File: src/rtl/isrc_pkg.sv
`default_nettype none
package isrc_pkg;

  localparam int SINC_TAPS   = 8;
  localparam int PHASE_BITS  = 6;
  localparam int SAMPLE_BITS = 24;
  localparam int MAX_RESULTS = 64;

  localparam int FRAC_BITS  = 16;
  localparam int ONE_Q16    = 65536;
  localparam int POS_BITS   = 24;
  localparam int IDX_BITS   = 5;
  localparam int STEP_BITS  = 21;
  localparam int STEP_MIN   = 4096;
  localparam int STEP_MAX   = 1048576;
  localparam int WEIGHT_BITS = 18;

  localparam int CFG_INDEX_BITS = 3;
  localparam logic [CFG_INDEX_BITS-1:0] REG_MODE   = 3'd0;
  localparam logic [CFG_INDEX_BITS-1:0] REG_STEP   = 3'd1;
  localparam logic [CFG_INDEX_BITS-1:0] REG_PASS   = 3'd2;
  localparam logic [CFG_INDEX_BITS-1:0] REG_STEREO = 3'd3;

  localparam logic [1:0] MODE_LINEAR = 2'd0;
  localparam logic [1:0] MODE_CUBIC  = 2'd1;
  localparam logic [1:0] MODE_SINC   = 2'd2;

  // One output position handed to both lanes.
  typedef struct packed {
    logic                 start;
    logic [1:0]           mode;
    logic [IDX_BITS-1:0]  slot;
    logic [IDX_BITS-1:0]  lo;
    logic [FRAC_BITS-1:0] frac;
  } lane_cmd_t;

  // Load request for the output register.
  typedef struct packed {
    logic load;
    logic pass;
    logic run_end;
    logic stream_done;
  } out_ctl_t;

endpackage
`default_nettype wire

File: src/rtl/isrc_merge.sv
`default_nettype none
module isrc_merge #(
  parameter int SAMPLE_BITS = isrc_pkg::SAMPLE_BITS,
  parameter int DATA_W      = 48
) (
  input  wire                             clk,
  input  wire                             rst,
  input  wire isrc_pkg::out_ctl_t         ctl,
  input  wire logic signed [SAMPLE_BITS-1:0] lane_left,
  input  wire logic signed [SAMPLE_BITS-1:0] lane_right,
  input  wire logic signed [SAMPLE_BITS-1:0] pass_left,
  input  wire logic signed [SAMPLE_BITS-1:0] pass_right,
  input  wire                             m_tready,
  output logic                            m_tvalid,
  output logic [DATA_W-1:0]               m_tdata,
  output logic                            m_tuser,
  output logic                            m_tlast
);

  always_ff @(posedge clk) begin
    if (rst) begin
      m_tvalid <= 1'b0;
    end else if (ctl.load) begin
      m_tvalid <= 1'b1;
    end else if (m_tready) begin
      m_tvalid <= 1'b0;
    end
  end

  always_ff @(posedge clk) begin
    if (ctl.load) begin
      if (ctl.pass) begin
        m_tdata <= DATA_W'({pass_right, pass_left});
      end else begin
        m_tdata <= DATA_W'({lane_right, lane_left});
      end
      m_tuser <= ctl.run_end;
      m_tlast <= ctl.stream_done;
    end
  end

endmodule
`default_nettype wire

File: config.mk
export PLATFORM = sky130hd
export DESIGN_NAME = isrc_merge
export DESIGN_NICKNAME = d
export VERILOG_FILES = /design/src/rtl/isrc_pkg.sv /design/src/rtl/isrc_merge.sv
export SDC_FILE = /design/constraint.sdc
export NUM_CORES = 1
export LEC_CHECK = 0
export BUFFER_PORTS_ARGS = -buffer_cell sky130_fd_sc_hd__buf_2
export CORE_MARGIN = 4
export CORE_UTILIZATION = 44
export CTS_CLUSTER_SIZE = 40
export DETAILED_ROUTE_END_ITERATION = 8
export PLACE_DENSITY = 0.85
export REMOVE_ABC_BUFFERS = 1
export SETUP_SLACK_MARGIN = 0.3
export SYNTH_ARGS = -nofsm -noshare
export SYNTH_HDL_FRONTEND = slang
export SYNTH_SLANG_ARGS = --single-unit
File: constraint.sdc
create_clock -name clk -period 1.8 [get_ports clk]
set_input_delay 0.18 -clock clk [delete_from_list [all_inputs] [get_ports clk]]
set_output_delay 0.18 -clock clk [all_outputs]
set_load 0.02 [all_outputs]
Yosys cells after proc, flatten, opt, wreduce, memory -nomap -nowiden --
Index checks and enable logic that the tools add are counted.
Cells by class: reduce and logical (&&, ||, !) cells 1, muxes and demuxes 3
Operator list (number):
- two-way mux 48 bit | 1
- two-way mux 1 bit | 2
- nonzero test 2 bit | 1
Word-level totals: word-level logic and storage cells 8, output and inout port bits 51, input port bits 103, register bits after elaboration 51

Longest topological paths before layout --
word-level depth 2, gate-level depth with buffers 3, mapped depth without buffers 2

Worst setup path before layout --
No wires, ideal clock.
kind in2reg, start in ctl[2] (netlist bit), end reg m_tdata[25] (data pin), required time 1.540 ns, arrival time 0.758 ns, stages on the path 3, path buffers 2, path slack 0.782 ns, setup time 0.260 ns, cells stage by stage buf_6 -> buf_6 -> mux2_4
Between the ends: cells in the longest elaborated chain, start to end 1
RTL lines:
- start: declaration | RTL line isrc_merge.sv:8 | input wire isrc_pkg::out_ctl_t ctl,
- two-way mux 48 bit | RTL line isrc_merge.sv:32 | if (ctl.pass) begin
- end signal: assignment | RTL line isrc_merge.sv:33 | m_tdata <= DATA_W'({pass_right, pass_left});
- end signal: assignment | RTL line isrc_merge.sv:35 | m_tdata <= DATA_W'({lane_right, lane_left});
- end: declaration | RTL line isrc_merge.sv:15 | output logic [DATA_W-1:0] m_tdata,
Every way passes these cells. A chain may end at the register's enable or synchronous reset.

Worst setup path after layout --
start reg m_tdata[45], end out m_tdata[45]
No word-level cell between the ends.

==> flow_metrics.tcl <==
set metrics [dict create \
    outcome "finished, final reports clean" \
    max_stage_delay_ps 380 \
    cts_setup_buffers 0 \
    r2r_end "m_tvalid" \
    drt_iter0_markers 66 \
    synth.most_common_cell "edfxtp_1" \
    clkSlewWorstSetupHoldPaths_ps 80 \
    path_depth 1 \
    die_w_um 78.6 \
    p_total_mw 2.58 \
    powerDensity_mw_per_mm2 827 \
    layout-drive-gt1-share_pct 78.5 \
    p_int_mw 1.94 \
    crit_chain "buf_2" \
    cap_viol_max_count 0 \
    antenna_found_initial 0 \
    ctsResizeCount 0 \
    cts_buffers 5 \
    synth_top_area_share_pct 68.4 \
    wl_mm 4.92 \
    place_congestion 0.688 \
    ys_warn_count 0 \
    worst_slack_ps 771 \
    async_flop_share_pct 0 \
    p_switching_uw 638 \
    start_util_pct 45.9 \
    port_buffers 153 \
    finalSetupViolations 0 \
    ys_ff_latch 51 \
    io_pins 154 \
    vias 1532 \
    htree_num_levels 2 \
    nFillCells 358 \
    synth_top_area_cell "edfxtp_1" \
    layout-area-overhead-vs-synth_pct 42.2 \
    cts.hold.buffers_added 0 \
    final-seq-area_mm2 0.00152 \
    netlist_area_mm2 0.00220 \
    reg2reg_depth 2 \
    whs_ps 26.0 \
    whs_path_depth 2 \
    p_leak_nw 1.44 \
    grt_overflow 0 \
    route.detailed.drc 0 \
    multi_input_area_um2 627 \
    fmaxAchievable_mhz 972 \
    yosys-top-cells-count "edfxtp_1 (50), mux2_2 (28), mux2_4 (20), buf_6 (3), buf_2 (2)" \
    rr_startpoint "m_tvalid" \
    r2r_slack_ps 1230 \
    p_sw_share_pct 24.7 \
    grt_pass1_vias 1656 \
    rsz0062_at_grt "false" \
    worstHoldStart "rst" \
    cp_max_fo 1 \
    pwr-share-comb_pct 20.2 \
    ys.flop_type "edfxtp_1" \
    setup_tns_ps 0 \
    netlist_instances 107 \
    utilization_pct 65.2 \
    path_class "register to output port" \
    synth-edff-count 50 \
    antenna_cells 0 \
    clock_path_buffers 2 \
    die_y_um 78.6 \
    critPathLaunchType "register" \
    rows 25 \
    grt_pass1_wl_mm 7.62 \
    fin_crit_sh_pct 57.2 \
    grt_max_degree 52 \
    dieArea_mm2 0.00619 \
    p_clk_share_pct 23.6 \
    cp_num_buf_inv 1 \
    arrival_ps 850 \
    tightest_slew_ps 289 \
    end_kind "output port" \
    place_ws_ps 576 \
    vias_per_cell 4.61 \
    synthTopCellsByArea "edfxtp_1 (68%), mux2_2 (14%), mux2_4 (14%)" \
    dr.pass1.iters 3 \
    vdd_drop_max_mv 0.464 \
    crit_path_top_delay_cell "edfxtp_1" \
    seq_area_frac_synth_pct 69.3 \
    gr-usage-all-layers_pct 16.1 \
    hold_viol 0 \
    period_needed_ps 1030 \
    syn_area_per_cell_um2 20.5 \
    min_delay_worst_endpoint "m_tvalid" \
    clock-sinks 51 \
    slew_headroom_pct 80.8 \
    routedWlPerCell_um 14.8 \
    cts_tree "yes" \
    ys_types 9 \
    worstPathRequired_ps 1620 \
    critPathTopFamily "flip-flops" \
    ant_nets 0 \
    fp.coreArea_mm2 0.00479 \
    fin_nets 367 \
    hold_path.class "input port to register" \
    drv_slew 0 \
    pwr-share-seq_pct 56.2 \
    insertion_delay_ps 290 \
    finalClockSkew_ps 0 \
    root_buffer "clkbuf_8" \
]
## worst max path at each step
| stage | end | startpoint | slack [ps] |
|---|---|---|---|
| after floorplan | m_tdata[0] | ctl[2] | 1060 |
| after global placement | m_tdata[45] | ctl[2] | 600 |
| after detailed placement | m_tdata[45] | ctl[2] | 580 |
| after CTS | m_tdata[26] | m_tdata[26] | 750 |
| after global routing | m_tdata[26] | m_tdata[26] | 700 |
| final | m_tdata[45] | m_tdata[45] | 770 |
## cell type report
type | instances | area share (%)
repair buffers | 155 | 25.8
inverters | 1 | 0.120
flip-flops and latches | 51 | 48.7
multi-input cells | 50 | 20.1
clock buffers | 6 | 2.32
clock inverters | 2 | 0.240
well taps | 67 | 2.69
## metrics by stage
stage | area [um^2] | std cells
after floorplan | 2150 | 102
after global placement | 3040 | 324
after detailed placement | 3040 | 324
after CTS | 3120 | 332
after global routing | 3120 | 332
final | 3120 | 332
## cells by family (layout without fill, tap and decap cells)
| logic type | Yosys count | after routing | synth area share (%) |
|---|---|---|---|
| multiplexers | 48 | 48 | 28.0 |
| AO/OA/AOI/OAI | 1 | 1 | 0.228 |
| AND/OR/NAND/NOR | 1 | 1 | 0.285 |
| flip-flops | 51 | 51 | 69.3 |
| buffers and inverters | 6 | 164 | 2.16 |
## power by group through the flow
| stage | Combinational, mW | Clock (mW) | Sequential [mW] |
|---|---|---|---|
| 4_1_cts | 0.531 | 0.636 | 1.45 |
| 3_5_place_dp | 0.529 | 0 | 1.48 |
| 2_1_floorplan | 0.112 | 0 | 1.63 |
| 5_1_grt | 0.563 | 0.687 | 1.46 |
| 3_3_place_gp | 0.520 | 0 | 1.47 |
| 6_report | 0.522 | 0.610 | 1.45 |
## flip-flops by register name (all words and copies together), names as in the netlist
register,flops
m_tlast,1
m_tvalid,1
m_tdata,48
m_tuser,1
## cell usage in the layout (no fill, tap or decap)
master and n:
buf_12 2, edfxtp_1 50, clkinv_1 2, mux2_2 28, dfxtp_1 1, clkbuf_8 5
mux2_4 20, buf_2 153, a21oi_1 1, inv_1 1, clkbuf_1 1, nand2b_1 1
## metal layers
metal / up-vias / share of wire [%] / GRT usage [%]
li1: 729 / - / -
met1: 704 / 34 / 17.1
met2: 93 / 51 / 28.2
met3: 6 / 14 / 8.37
met4: 0 / 0.98 / 4.20
met5: - / 0 / 0
Note: power is estimated with default switching activity, not from simulation.
