--- src/rtl/isrc_pkg.sv ---
`default_nettype none
package isrc_pkg;

  localparam int SINC_TAPS   = 8;
  localparam int PHASE_BITS  = 6;
  localparam int SAMPLE_BITS = 24;
  localparam int MAX_RESULTS = 64;

  localparam int FRAC_BITS  = 16;
  localparam int ONE_Q16    = 65536;
  localparam int POS_BITS   = 24;
  localparam int IDX_BITS   = 5;
  localparam int STEP_BITS  = 21;
  localparam int STEP_MIN   = 4096;
  localparam int STEP_MAX   = 1048576;
  localparam int WEIGHT_BITS = 18;

  localparam int CFG_INDEX_BITS = 3;
  localparam logic [CFG_INDEX_BITS-1:0] REG_MODE   = 3'd0;
  localparam logic [CFG_INDEX_BITS-1:0] REG_STEP   = 3'd1;
  localparam logic [CFG_INDEX_BITS-1:0] REG_PASS   = 3'd2;
  localparam logic [CFG_INDEX_BITS-1:0] REG_STEREO = 3'd3;

  localparam logic [1:0] MODE_LINEAR = 2'd0;
  localparam logic [1:0] MODE_CUBIC  = 2'd1;
  localparam logic [1:0] MODE_SINC   = 2'd2;

  // One output position handed to both lanes.
  typedef struct packed {
    logic                 start;
    logic [1:0]           mode;
    logic [IDX_BITS-1:0]  slot;
    logic [IDX_BITS-1:0]  lo;
    logic [FRAC_BITS-1:0] frac;
  } lane_cmd_t;

  // Load request for the output register.
  typedef struct packed {
    logic load;
    logic pass;
    logic run_end;
    logic stream_done;
  } out_ctl_t;

endpackage
`default_nettype wire

--- src/rtl/isrc_lane.sv ---
`default_nettype none
module isrc_lane #(
  parameter int SINC_TAPS   = isrc_pkg::SINC_TAPS,
  parameter int PHASE_BITS  = isrc_pkg::PHASE_BITS,
  parameter int SAMPLE_BITS = isrc_pkg::SAMPLE_BITS
) (
  input  wire                           clk,
  input  wire                           rst,
  input  wire                           push,
  input  wire logic signed [SAMPLE_BITS-1:0] sample_in,
  input  wire isrc_pkg::lane_cmd_t      cmd,
  output logic                          done,
  output logic signed [SAMPLE_BITS-1:0] result
);

  localparam int SW     = $clog2(SINC_TAPS);
  localparam int HALF   = SINC_TAPS / 2;
  localparam int PHASES = 1 << PHASE_BITS;
  localparam int WW     = isrc_pkg::WEIGHT_BITS;
  localparam int AW     = SAMPLE_BITS + 7;
  localparam int PW     = AW + WW;
  localparam int IW     = SW + 3;
  localparam int TW     = $clog2(PHASES * SINC_TAPS);
  localparam int FB     = isrc_pkg::FRAC_BITS;

  localparam logic signed [IW-1:0] LAST_IDX = IW'(SINC_TAPS - 1);
  localparam logic signed [IW-1:0] OFF_SINC = IW'(-HALF);
  localparam logic signed [IW-1:0] OFF_LOAD = IW'(-1);
  localparam logic signed [WW-1:0] ONE_W    = WW'(isrc_pkg::ONE_Q16);
  localparam logic signed [PW-1:0] HALF16   = PW'(32768);
  localparam logic signed [PW-1:0] SMAX =
    $signed({{(PW-SAMPLE_BITS+1){1'b0}}, {(SAMPLE_BITS-1){1'b1}}});
  localparam logic signed [PW-1:0] SMIN =
    $signed({{(PW-SAMPLE_BITS+1){1'b1}}, {(SAMPLE_BITS-1){1'b0}}});

  // Sinc weights in Q16, one row per phase, built at elaboration by integer code.
  function automatic logic [PHASES*SINC_TAPS*WW-1:0] build_weights();
    logic [PHASES*SINC_TAPS*WW-1:0] tab;
    logic [63:0] u, u2, term, num, den, mag, n, r, s, ad;
    logic signed [63:0] sum, d;
    logic [64:0] rem;
    logic [WW-1:0] w;
    logic neg;
    int ph, t, i, k;
    tab = '0;
    for (ph = 0; ph < PHASES; ph++) begin
      s = 64'd0;
      if (ph != 0) begin
        r = (ph <= PHASES / 2) ? 64'(ph) : 64'(PHASES - ph);
        u = (64'd3373259426 * r) >> PHASE_BITS;
        u2 = (u * u) >> 30;
        term = u;
        sum = $signed(u);
        term = ((term * u2) >> 30) / 64'd6;   sum = sum - $signed(term);
        term = ((term * u2) >> 30) / 64'd20;  sum = sum + $signed(term);
        term = ((term * u2) >> 30) / 64'd42;  sum = sum - $signed(term);
        term = ((term * u2) >> 30) / 64'd72;  sum = sum + $signed(term);
        term = ((term * u2) >> 30) / 64'd110; sum = sum - $signed(term);
        term = ((term * u2) >> 30) / 64'd156; sum = sum + $signed(term);
        if (sum < 0) sum = 0;
        if (sum > 64'sd1073741824) sum = 64'sd1073741824;
        s = 64'(sum);
      end
      for (t = 0; t < SINC_TAPS; t++) begin
        i = t - HALF;
        if (ph == 0) begin
          w = (i == 0) ? WW'(isrc_pkg::ONE_Q16) : '0;
        end else begin
          d = 64'(i * PHASES - ph);
          ad = (d < 0) ? 64'(-d) : 64'(d);
          num = s << (PHASE_BITS + 16);
          den = 64'd3373259426 * ad;
          n = num + (den >> 1);
          rem = '0;
          mag = '0;
          for (k = 63; k >= 0; k--) begin
            rem = {rem[63:0], n[k]};
            if (rem >= {1'b0, den}) begin
              rem = rem - {1'b0, den};
              mag[k] = 1'b1;
            end
          end
          neg = (i[0] == 1'b0) != (d < 0);
          w = neg ? WW'(-mag[WW-1:0]) : mag[WW-1:0];
        end
        tab[(ph * SINC_TAPS + t) * WW +: WW] = w;
      end
    end
    return tab;
  endfunction

  localparam logic [PHASES*SINC_TAPS*WW-1:0] WTAB = build_weights();

  function automatic logic signed [IW-1:0] clamp_idx(input logic signed [IW-1:0] s,
                                                    input logic signed [IW-1:0] lo);
    if (s < lo) return lo;
    if (s > LAST_IDX) return LAST_IDX;
    return s;
  endfunction

  function automatic logic signed [SAMPLE_BITS-1:0] sat(input logic signed [PW-1:0] v);
    if (v > SMAX) return SMAX[SAMPLE_BITS-1:0];
    if (v < SMIN) return SMIN[SAMPLE_BITS-1:0];
    return v[SAMPLE_BITS-1:0];
  endfunction

  typedef enum logic [4:0] {
    L_IDLE = 5'b00001,
    L_LOAD = 5'b00010,
    L_MUL  = 5'b00100,
    L_ACC  = 5'b01000,
    L_FIN  = 5'b10000
  } lstate_t;

  lstate_t state;
  logic signed [SAMPLE_BITS-1:0] hist [SINC_TAPS];
  logic signed [SAMPLE_BITS-1:0] p [4];
  logic [1:0]             mode_q;
  logic signed [IW-1:0]   slot_q, lo_q;
  logic [FB-1:0]          frac_q;
  logic [SW-1:0]          cnt;
  logic signed [AW-1:0]   t_acc;
  logic signed [PW-1:0]   acc, preg;

  logic is_cub, is_sinc, in_rng, last_mac;
  logic signed [IW-1:0] off, rd_raw, rd_cl, rd_idx;
  logic signed [SAMPLE_BITS-1:0] rd_data;
  logic signed [AW-1:0] e0, e1, e2, e3, a0, a1, a2, a3, a_next, op_a, r16;
  logic signed [WW-1:0] op_b, wsel;
  logic signed [PW-1:0] mul, r16_full, fin_val;
  logic [TW-1:0] widx;
  logic [1:0] cmd_mode;

  always_ff @(posedge clk) begin
    if (push) begin
      for (int i = 0; i < SINC_TAPS - 1; i++) hist[i] <= hist[i+1];
      hist[SINC_TAPS-1] <= sample_in;
    end
  end

  assign is_cub  = (mode_q == isrc_pkg::MODE_CUBIC);
  assign is_sinc = (mode_q == isrc_pkg::MODE_SINC);

  always_comb begin
    if (state == L_LOAD) off = OFF_LOAD;
    else if (is_sinc) off = OFF_SINC;
    else off = '0;
    rd_raw = slot_q + IW'($signed({1'b0, cnt})) + off;
    rd_cl = clamp_idx(rd_raw, lo_q);
    in_rng = (rd_raw >= lo_q) && (rd_raw <= LAST_IDX);
    rd_idx = is_sinc ? (in_rng ? rd_raw : lo_q) : rd_cl;
  end

  assign rd_data = hist[rd_idx[SW-1:0]];

  assign e0 = AW'(p[0]);
  assign e1 = AW'(p[1]);
  assign e2 = AW'(p[2]);
  assign e3 = AW'(p[3]);
  assign a0 = e3 - e0 + (e1 <<< 1) + e1 - (e2 <<< 1) - e2;
  assign a1 = (e0 <<< 1) - (e1 <<< 2) - e1 + (e2 <<< 2) - e3;
  assign a2 = e2 - e0;
  assign a3 = e1 <<< 1;

  always_comb begin
    if (cnt == SW'(0)) a_next = a1;
    else if (cnt == SW'(1)) a_next = a2;
    else a_next = a3;
  end

  assign widx = TW'(frac_q[FB-1 -: PHASE_BITS] * SINC_TAPS + cnt);
  assign wsel = WTAB[widx * WW +: WW];

  always_comb begin
    if (is_cub) begin
      op_a = (cnt == SW'(0)) ? a0 : t_acc;
      op_b = $signed({2'b00, frac_q});
    end else if (is_sinc) begin
      op_a = in_rng ? AW'(rd_data) : '0;
      op_b = wsel;
    end else begin
      op_a = AW'(rd_data);
      op_b = (cnt == SW'(0)) ? ONE_W - $signed({2'b00, frac_q}) : $signed({2'b00, frac_q});
    end
  end

  assign mul = op_a * op_b;
  assign r16_full = (preg + HALF16) >>> 16;
  assign r16 = r16_full[AW-1:0];
  assign last_mac = is_sinc ? (cnt == SW'(SINC_TAPS - 1)) : (cnt == SW'(1));
  assign fin_val = is_cub ? (PW'(t_acc) + PW'(1)) >>> 1 : (acc + HALF16) >>> 16;
  assign cmd_mode = cmd.mode;

  always_ff @(posedge clk) begin
    if (rst) begin
      state <= L_IDLE;
      done <= 1'b0;
    end else begin
      done <= 1'b0;
      unique case (state)
        L_IDLE: begin
          if (cmd.start) begin
            mode_q <= cmd_mode;
            slot_q <= IW'($signed({1'b0, cmd.slot}));
            lo_q <= IW'($signed({1'b0, cmd.lo}));
            frac_q <= cmd.frac;
            cnt <= '0;
            if (cmd_mode == isrc_pkg::MODE_CUBIC) begin
              state <= L_LOAD;
            end else if (cmd_mode == isrc_pkg::MODE_SINC) begin
              state <= L_MUL;
            end else if (cmd.slot == isrc_pkg::IDX_BITS'(SINC_TAPS - 1)) begin
              // At the newest frame linear mode returns that frame unchanged.
              result <= hist[SINC_TAPS-1];
              done <= 1'b1;
            end else begin
              state <= L_MUL;
            end
          end
        end
        L_LOAD: begin
          p[cnt[1:0]] <= rd_data;
          if (cnt == SW'(3)) begin
            cnt <= '0;
            state <= L_MUL;
          end else begin
            cnt <= cnt + SW'(1);
          end
        end
        L_MUL: begin
          preg <= mul;
          state <= L_ACC;
        end
        L_ACC: begin
          if (is_cub) begin
            t_acc <= r16 + a_next;
            if (cnt == SW'(2)) state <= L_FIN;
            else begin
              cnt <= cnt + SW'(1);
              state <= L_MUL;
            end
          end else begin
            acc <= ((cnt == SW'(0)) ? '0 : acc) + preg;
            if (last_mac) state <= L_FIN;
            else begin
              cnt <= cnt + SW'(1);
              state <= L_MUL;
            end
          end
        end
        L_FIN: begin
          result <= sat(fin_val);
          done <= 1'b1;
          state <= L_IDLE;
        end
        default: state <= L_IDLE;
      endcase
    end
  end

endmodule
`default_nettype wire

--- config.mk ---
export PLATFORM = sky130hd
export DESIGN_NAME = isrc_lane
export DESIGN_NICKNAME = d
export VERILOG_FILES = /design/src/rtl/isrc_pkg.sv /design/src/rtl/isrc_lane.sv
export SDC_FILE = /design/constraint.sdc
export NUM_CORES = 2
export LEC_CHECK = 0
export CORE_MARGIN = 2
export CORE_UTILIZATION = 55
export CTS_BUF_LIST = sky130_fd_sc_hd__clkbuf_16
export DETAILED_ROUTE_END_ITERATION = 12
export DONT_BUFFER_PORTS = 1
export PLACE_DENSITY = 0.8
export SLEW_MARGIN = 0
export SYNTH_ARGS = -nofsm -noshare
export SYNTH_HDL_FRONTEND = slang
export SYNTH_SLANG_ARGS = --single-unit
--- constraint.sdc ---
create_clock -name clk -period 21.4 [get_ports clk]
set_clock_uncertainty 0.05 [all_clocks]
set_input_delay 3.21 -clock clk [delete_from_list [all_inputs] [get_ports clk]]
set_output_delay 3.21 -clock clk [all_outputs]
set_load 0.05 [all_outputs]
Word-level counts from Yosys, hierarchy flattened
Memories as Yosys holds them, arrays and structs flattened.
Index checks and enable logic that the tools add are counted.

operators by class
  magnitude comparators = 6
  equality and inequality tests = 22
  multipliers = 2
  reduce and logical (&&, ||, !) cells = 11
  $add $sub $neg = 20
  shift-type cells = 1
  mux-type cells = 64
  bitwise gates (word level) = 2

operators with widths
  operator                                                        count
  variable part select 9216 x 15 -> 18 bit, first input constant  1
  2-to-1 mux 24 bit                                               8
  2-to-1 mux 31 bit                                               6
  2-to-1 mux 49 bit                                               2
  2-to-1 mux 18 bit                                               3
  subtractor 24 x 24 -> 25 bit                                    2
  adder 49 x 17 -> 49 bit, second input constant                  1
  adder 49 bit                                                    1
  > comparator 49 x 24 -> 1 bit, second input constant            1
  less-than comparator 49 x 24 -> 1 bit, second input constant    1
  multiplier 31 x 18 -> 49 bit                                    1
  one-hot mux 24 bit (2 select lines)                             1
  adder 47 x 17 -> 47 bit, second input constant                  1
  2-to-1 mux 5 bit                                                8
  2-to-1 mux 3 bit                                                11
  adder 31 x 2 -> 32 bit, second input constant                   1
  adder 31 bit                                                    1
  subtractor 29 x 24 -> 30 bit                                    1
  adder 28 x 26 -> 29 bit                                         1
  subtractor 28 x 24 -> 29 bit                                    1
  subtractor 27 x 24 -> 28 bit                                    1
  subtractor 27 x 25 -> 28 bit                                    1
  adder 26 x 24 -> 27 bit                                         1
  subtractor 25 x 26 -> 27 bit                                    1
  39 further kinds                                                71

word-level totals
  memories = 2
  register bits = 190
  input port bits = 56
  bits in writable memories = 288
  output and inout bits = 25
  logic and storage cells = 141

memory list
  memory  words  width  rd ports  clocked after memory_dff  wr ports  line              text
  hist    8      24     8         0                         8         isrc_lane.sv:116  logic signed [SAMPLE_BITS-1:0] hist [SINC_TAPS];
  p       4      24     4         0                         1         isrc_lane.sv:117  logic signed [SAMPLE_BITS-1:0] p [4];

Logic depth before layout (Yosys ltp)
An unclocked memory read counts as a cell.

  depth in word-level cells = 15
  mapped depth = 46
  mapped depth without buffers = 41

Worst setup path after synthesis
OpenSTA, ideal clock, no wires.

  kind = register to register
  start = register mode_q[1]
  end = register preg[46] (data pin)
  arrival time = 10.734 ns
  cell stages (with the launch flop) = 43
  slack = 10.357 ns
  period minus slack after synthesis = 11.043 ns
  setup time = 0.259 ns
  data required time = 21.091 ns
  buffers on the path = 5
  cells stage by stage = edfxtp_1 -> clkbuf_2 -> nand2b_1 -> buf_4 -> clkbuf_1 -> buf_1 -> nand2_1 -> fa_1 -> fa_1 -> xor2_1 -> ha_1 -> a21o_1 -> o311ai_4 -> a21oi_1 -> o21ai_2 -> a311oi_4 -> o211ai_1 -> nand4_1 -> [... 7 more ...] -> fa_1 -> inv_1 -> fa_1 -> fa_1 -> inv_1 -> fa_1 -> inv_1 -> ha_1 -> a21o_1 -> a21o_1 -> a21o_1 -> a21o_1 -> a2111oi_0 -> o41a_1 -> o21ai_0 -> a221oi_1 -> nor4b_1 -> a211o_1

on the way
  longest elaborated chain between the ends = 15
  elaborated cells between the ends (all ways) = 25
  classes of those cells = 1 x add/sub; 1 x mul; 4 x order compare; 2 x eq/ne; 15 x mux; 1 x reduce/logical; 1 x memory

ends and longest elaborated chain
  what                              line              text
  from (decl)                       isrc_lane.sv:118  logic [1:0] mode_q;
  from (signal assigned)            isrc_lane.sv:203  mode_q <= cmd_mode;
  equality test 2 bit (*)           isrc_lane.sv:142  assign is_sinc = (mode_q == isrc_pkg::MODE_SINC);
  2-to-1 mux 6 bit                  isrc_lane.sv:146  else if (is_sinc) off = OFF_SINC;
  2-to-1 mux 6 bit                  isrc_lane.sv:145  if (state == L_LOAD) off = OFF_LOAD;
  adder 6 bit                       isrc_lane.sv:148  rd_raw = slot_q + IW'($signed({1'b0, cnt})) + off;
  > comparator 6 x 4 -> 1 bit       isrc_lane.sv:97   if (s > LAST_IDX) return LAST_IDX;
  2-to-1 mux 1 bit (2 in a row)     isrc_lane.sv:97
  2-to-1 mux 3 bit                  isrc_lane.sv:98   return s;
  2-to-1 mux 3 bit                  isrc_lane.sv:97
  2-to-1 mux 3 bit (*)              isrc_lane.sv:151  rd_idx = is_sinc ? (in_rng ? rd_raw : lo_q) : rd_cl;
  memory (8 x 24 bit) (*)           -
  named net rd_data[23]             isrc_lane.sv:127  logic signed [SAMPLE_BITS-1:0] rd_data;
  2-to-1 mux 31 bit                 isrc_lane.sv:179  op_a = in_rng ? AW'(rd_data) : '0;
  2-to-1 mux 31 bit (*)             isrc_lane.sv:178  end else if (is_sinc) begin
  2-to-1 mux 31 bit (*)             isrc_lane.sv:175  if (is_cub) begin
  multiplier 31 x 18 -> 49 bit (*)  isrc_lane.sv:187  assign mul = op_a * op_b;
  named net mul[46]                 isrc_lane.sv:130  logic signed [PW-1:0] mul, r16_full, fin_val;
  to (signal assigned)              isrc_lane.sv:231  preg <= mul;
  to (decl)                         isrc_lane.sv:123  logic signed [PW-1:0] acc, preg;

The timed path passes the listed nets; every way through them passes the cells marked *. The select of a mux whose other input is x is not followed.
A chain may end at the register's enable or synchronous reset.

Final worst setup path
  start = register state[3]
  end = register preg[46] (data pin)

on the way
  longest elaborated chain between the ends = 14
  elaborated cells between the ends (all ways) = 21
  classes of those cells = 1 x add/sub; 1 x mul; 4 x order compare; 1 x eq/ne; 12 x mux; 1 x reduce/logical; 1 x memory

ends and longest elaborated chain
  what                              line              text
  from (decl)                       isrc_lane.sv:115  lstate_t state;
  from (signal assigned)            isrc_lane.sv:196  state <= L_IDLE;
  from (signal assigned)            isrc_lane.sv:209  state <= L_LOAD;
  from (signal assigned)            isrc_lane.sv:211  state <= L_MUL;
  equality test 5 x 2 -> 1 bit (*)  isrc_lane.sv:145
  2-to-1 mux 6 bit (*)              isrc_lane.sv:145
  adder 6 bit (*)                   isrc_lane.sv:148
  > comparator 6 x 4 -> 1 bit       isrc_lane.sv:97
  2-to-1 mux 1 bit (2 in a row)     isrc_lane.sv:97
  2-to-1 mux 3 bit                  isrc_lane.sv:98
  2-to-1 mux 3 bit                  isrc_lane.sv:97
  2-to-1 mux 3 bit                  isrc_lane.sv:151
  memory (8 x 24 bit)               -
  2-to-1 mux 31 bit                 isrc_lane.sv:179
  2-to-1 mux 31 bit (*)             isrc_lane.sv:178
  2-to-1 mux 31 bit (*)             isrc_lane.sv:175
  multiplier 31 x 18 -> 49 bit (*)  isrc_lane.sv:187
  named net mul[46]                 isrc_lane.sv:130

Marked as above.

==> results.md <==
- Initial core utilization: 0.5528
- Clk Latency, worst-skew pair: 0.63 ns
- Most frequent cell after synthesis: inv_1
- Router iterations before antenna repair: 12
- CTS tree: done
- FFs w/ async S/R, synth: 0
- WS Path Type: flop to flop
- Final hold viol count: 0
- #FFs+latches synth: 478
- Worst Hold Class: flop to flop
- Critical path launch point type: flop
- Core area: 0.1140 sq mm
- Gp weighted congestion: 1.091
- Hold_buf cts: 0
- Synth area leaders: fa_1 (23%), edfxtp_1 (22%), ha_1 (6.6%), inv_1 (6.2%), a21oi_1 (2.9%)
- Largest net degree at the start of global routing: 193
- Outcome: finished, final reports clean
- RSZ-0062 raised after global routing: no
- Max-slew violation count: 0
- Max Cap Viol: 0
- EDFF count, synth: 472
- Crit-path max FO: 97
- Synth top area share: 0.2274
- Row count: 124
- Slew HR: 0.03005
- Clk root buf: clkbuf_16
- Vias in the first global route: 54810
- CTS sink cnt: 478
- First-pass GRT wire length: 353500 um
- Syn nets: 7888
- Wire per inst: 29.63 um
- Post-cts resize count: 0
- Worst path slowest cell: buf_4
- Worst-Margin Slew: 1.437 ns
- Clock-pin slew on the worst setup and hold paths: 0.06 ns
- Initial antenna violation count: 15
- Cells after Synth: 6785
- Synth warn: 0
- Fill cells: 9801
- Dominant synthesized flop cell: edfxtp_1
- Routed Antenna Nets: 0
- Cts bufs inserted: 47
- Syn Area/Cell: 9.291 sq um
- Final min period: 14.29 ns
- Share of layout cells above drive strength 1: 0.06464
- Final period utilization: 0.6679
- Die Wd: 342.6 um
- CP max stage delay: 0.80 ns
- Worst EP required: 21.73 ns
- Synth cell types: 121
- Port bufs: 0
- Post-synthesis sequential area ratio: 0.2267
- IO Count: 81
- Area Overhead vs Synth: 4.396%
- Total congestion overflow: 0
- Die height: 342.6 um
- Largest area contributor in the synthesized netlist: fa_1
- Nets: 7655
- Final Setup Violations: 0
- CTS Buffer Depth: 3
- Leading cell types by count after synthesis: inv_1 (1045), fa_1 (716), edfxtp_1 (472)
- Synthesized cell area: 0.06304 sq mm
- Die ar.: 0.1173 sq mm
- Max H-tree Level: 2
- # Post-CTS Setup Buffers: 0
- CP endpoint kind: flop
- Fmax: 69.97 MHz
- Worst EP arrival: 14.62 ns
- Routed WL: 240100 um
- DPL Wire Length: 177700 um
- DRT iter0 DRCs: 8757
- GRT Util Overall: 0.4058
- DR DRC count: 0
- CP dominant cell by count: fa_1
- Via count: 55200
- Via/cell ratio: 6.810
- Setup TNS: 0 ns
==> worst max-delay path, delay by kind of cell, from the launching register on <==
family	cells	cell delay (ns)
adders and majority gates	11	4.81
buffers and inverters	9	2.94
xor gates and xnor gates	1	0.18
and+or+nand+nor	5	1.17
DFF	1	0.53
AOI/OAI and AO/OA	15	3.98
muxes	1	0.28
==> per-stage QoR <==
step / utilization / cells / hold slack [ns] / instance area [sq um] / worst slack (ns)
after floorplan: - / 6785 / 0.3760 / 63040 / 10.36
after global placement: 0.5636 / 8015 / 0.3784 / 64270 / 7.721
after detailed placement: 0.5636 / 8015 / 0.3826 / 64270 / 7.408
after CTS: 0.5770 / 8102 / 0.3958 / 65800 / 7.392
after global routing: 0.5770 / 8102 / 0.4006 / 65800 / 6.313
final: 0.5771 / 8105 / 0.3901 / 65810 / 7.107
==> area by class of cell <==
type	instances	area, sq um	share of cell area
multi-input combinational	4834	43060	0.6544
sequential	478	14290	0.2172
inverter	1055	3965	0.06025
tap	1512	1892	0.02875
clock buffer	48	1201	0.01825
timing repair buffer	136	1059	0.01608
clock inverter	39	329.1	0.005000
antenna	3	7.507	0.0001141
==> cells by family after synthesis <==
group	synth area share
xor+xnor	0.03999
compound gates	0.1907
simple gates	0.1340
buf+inv	0.09370
flops	0.2267
fa+ha+maj	0.2931
mux	0.02171
==> registers in the layout (all words and copies together), names as in the netlist <==
register  count
p            96
lo_q          5
frac_q       16
slot_q        5
result       24
acc          49
cnt           3
state         5
mode_q        2
hist        192
t_acc        31
preg         49
done          1
==> worst paths after layout <==
path,start,end,slack (ns),depth (start not counted)
worst max-delay path,state[3]$_SDFFE_PP0P_,preg[46]$_DFFE_PP_,7.11,42
worst min-delay path,hist[3][6]$_DFFE_PP_,hist[2][6]$_DFFE_PP_,0.39,0
worst max register to register,state[3]$_SDFFE_PP0P_,preg[46]$_DFFE_PP_,7.11,42
worst min register to register,hist[3][6]$_DFFE_PP_,hist[2][6]$_DFFE_PP_,0.39,0
==> layout by cell type (no fill, tap or decap), types with 130 or more instances in the layout <==
master | synthesis | layout
a21oi_1 | 368 | 366
nor2b_1 | 158 | 154
inv_1 | 1045 | 1054
nand2_1 | 447 | 447
nand3_1 | 160 | 160
o21ai_0 | 263 | 260
nor3_1 | 136 | 130
buf_4 | 39 | 133
edfxtp_1 | 472 | 472
a21o_1 | 134 | 134
ha_1 | 331 | 327
fa_1 | 716 | 716
xnor2_1 | 188 | 188
nor2_1 | 395 | 393
o211ai_1 | 139 | 139
==> per-layer routing <==
| layer | up-vias | GRT usage | wire [um] |
|---|---|---|---|
| li1 | 23080 | - | - |
| met1 | 26790 | 0.5126 | 85770 |
| met2 | 4226 | 0.6009 | 101700 |
| met3 | 1078 | 0.1396 | 34150 |
| met4 | 18 | 0.2467 | 18330 |
| met5 | - | 0.002003 | 133 |
Power is left out: the tool's default activity adds up to more than one toggle a clock period on the data nets, which glitch-free logic cannot reach.
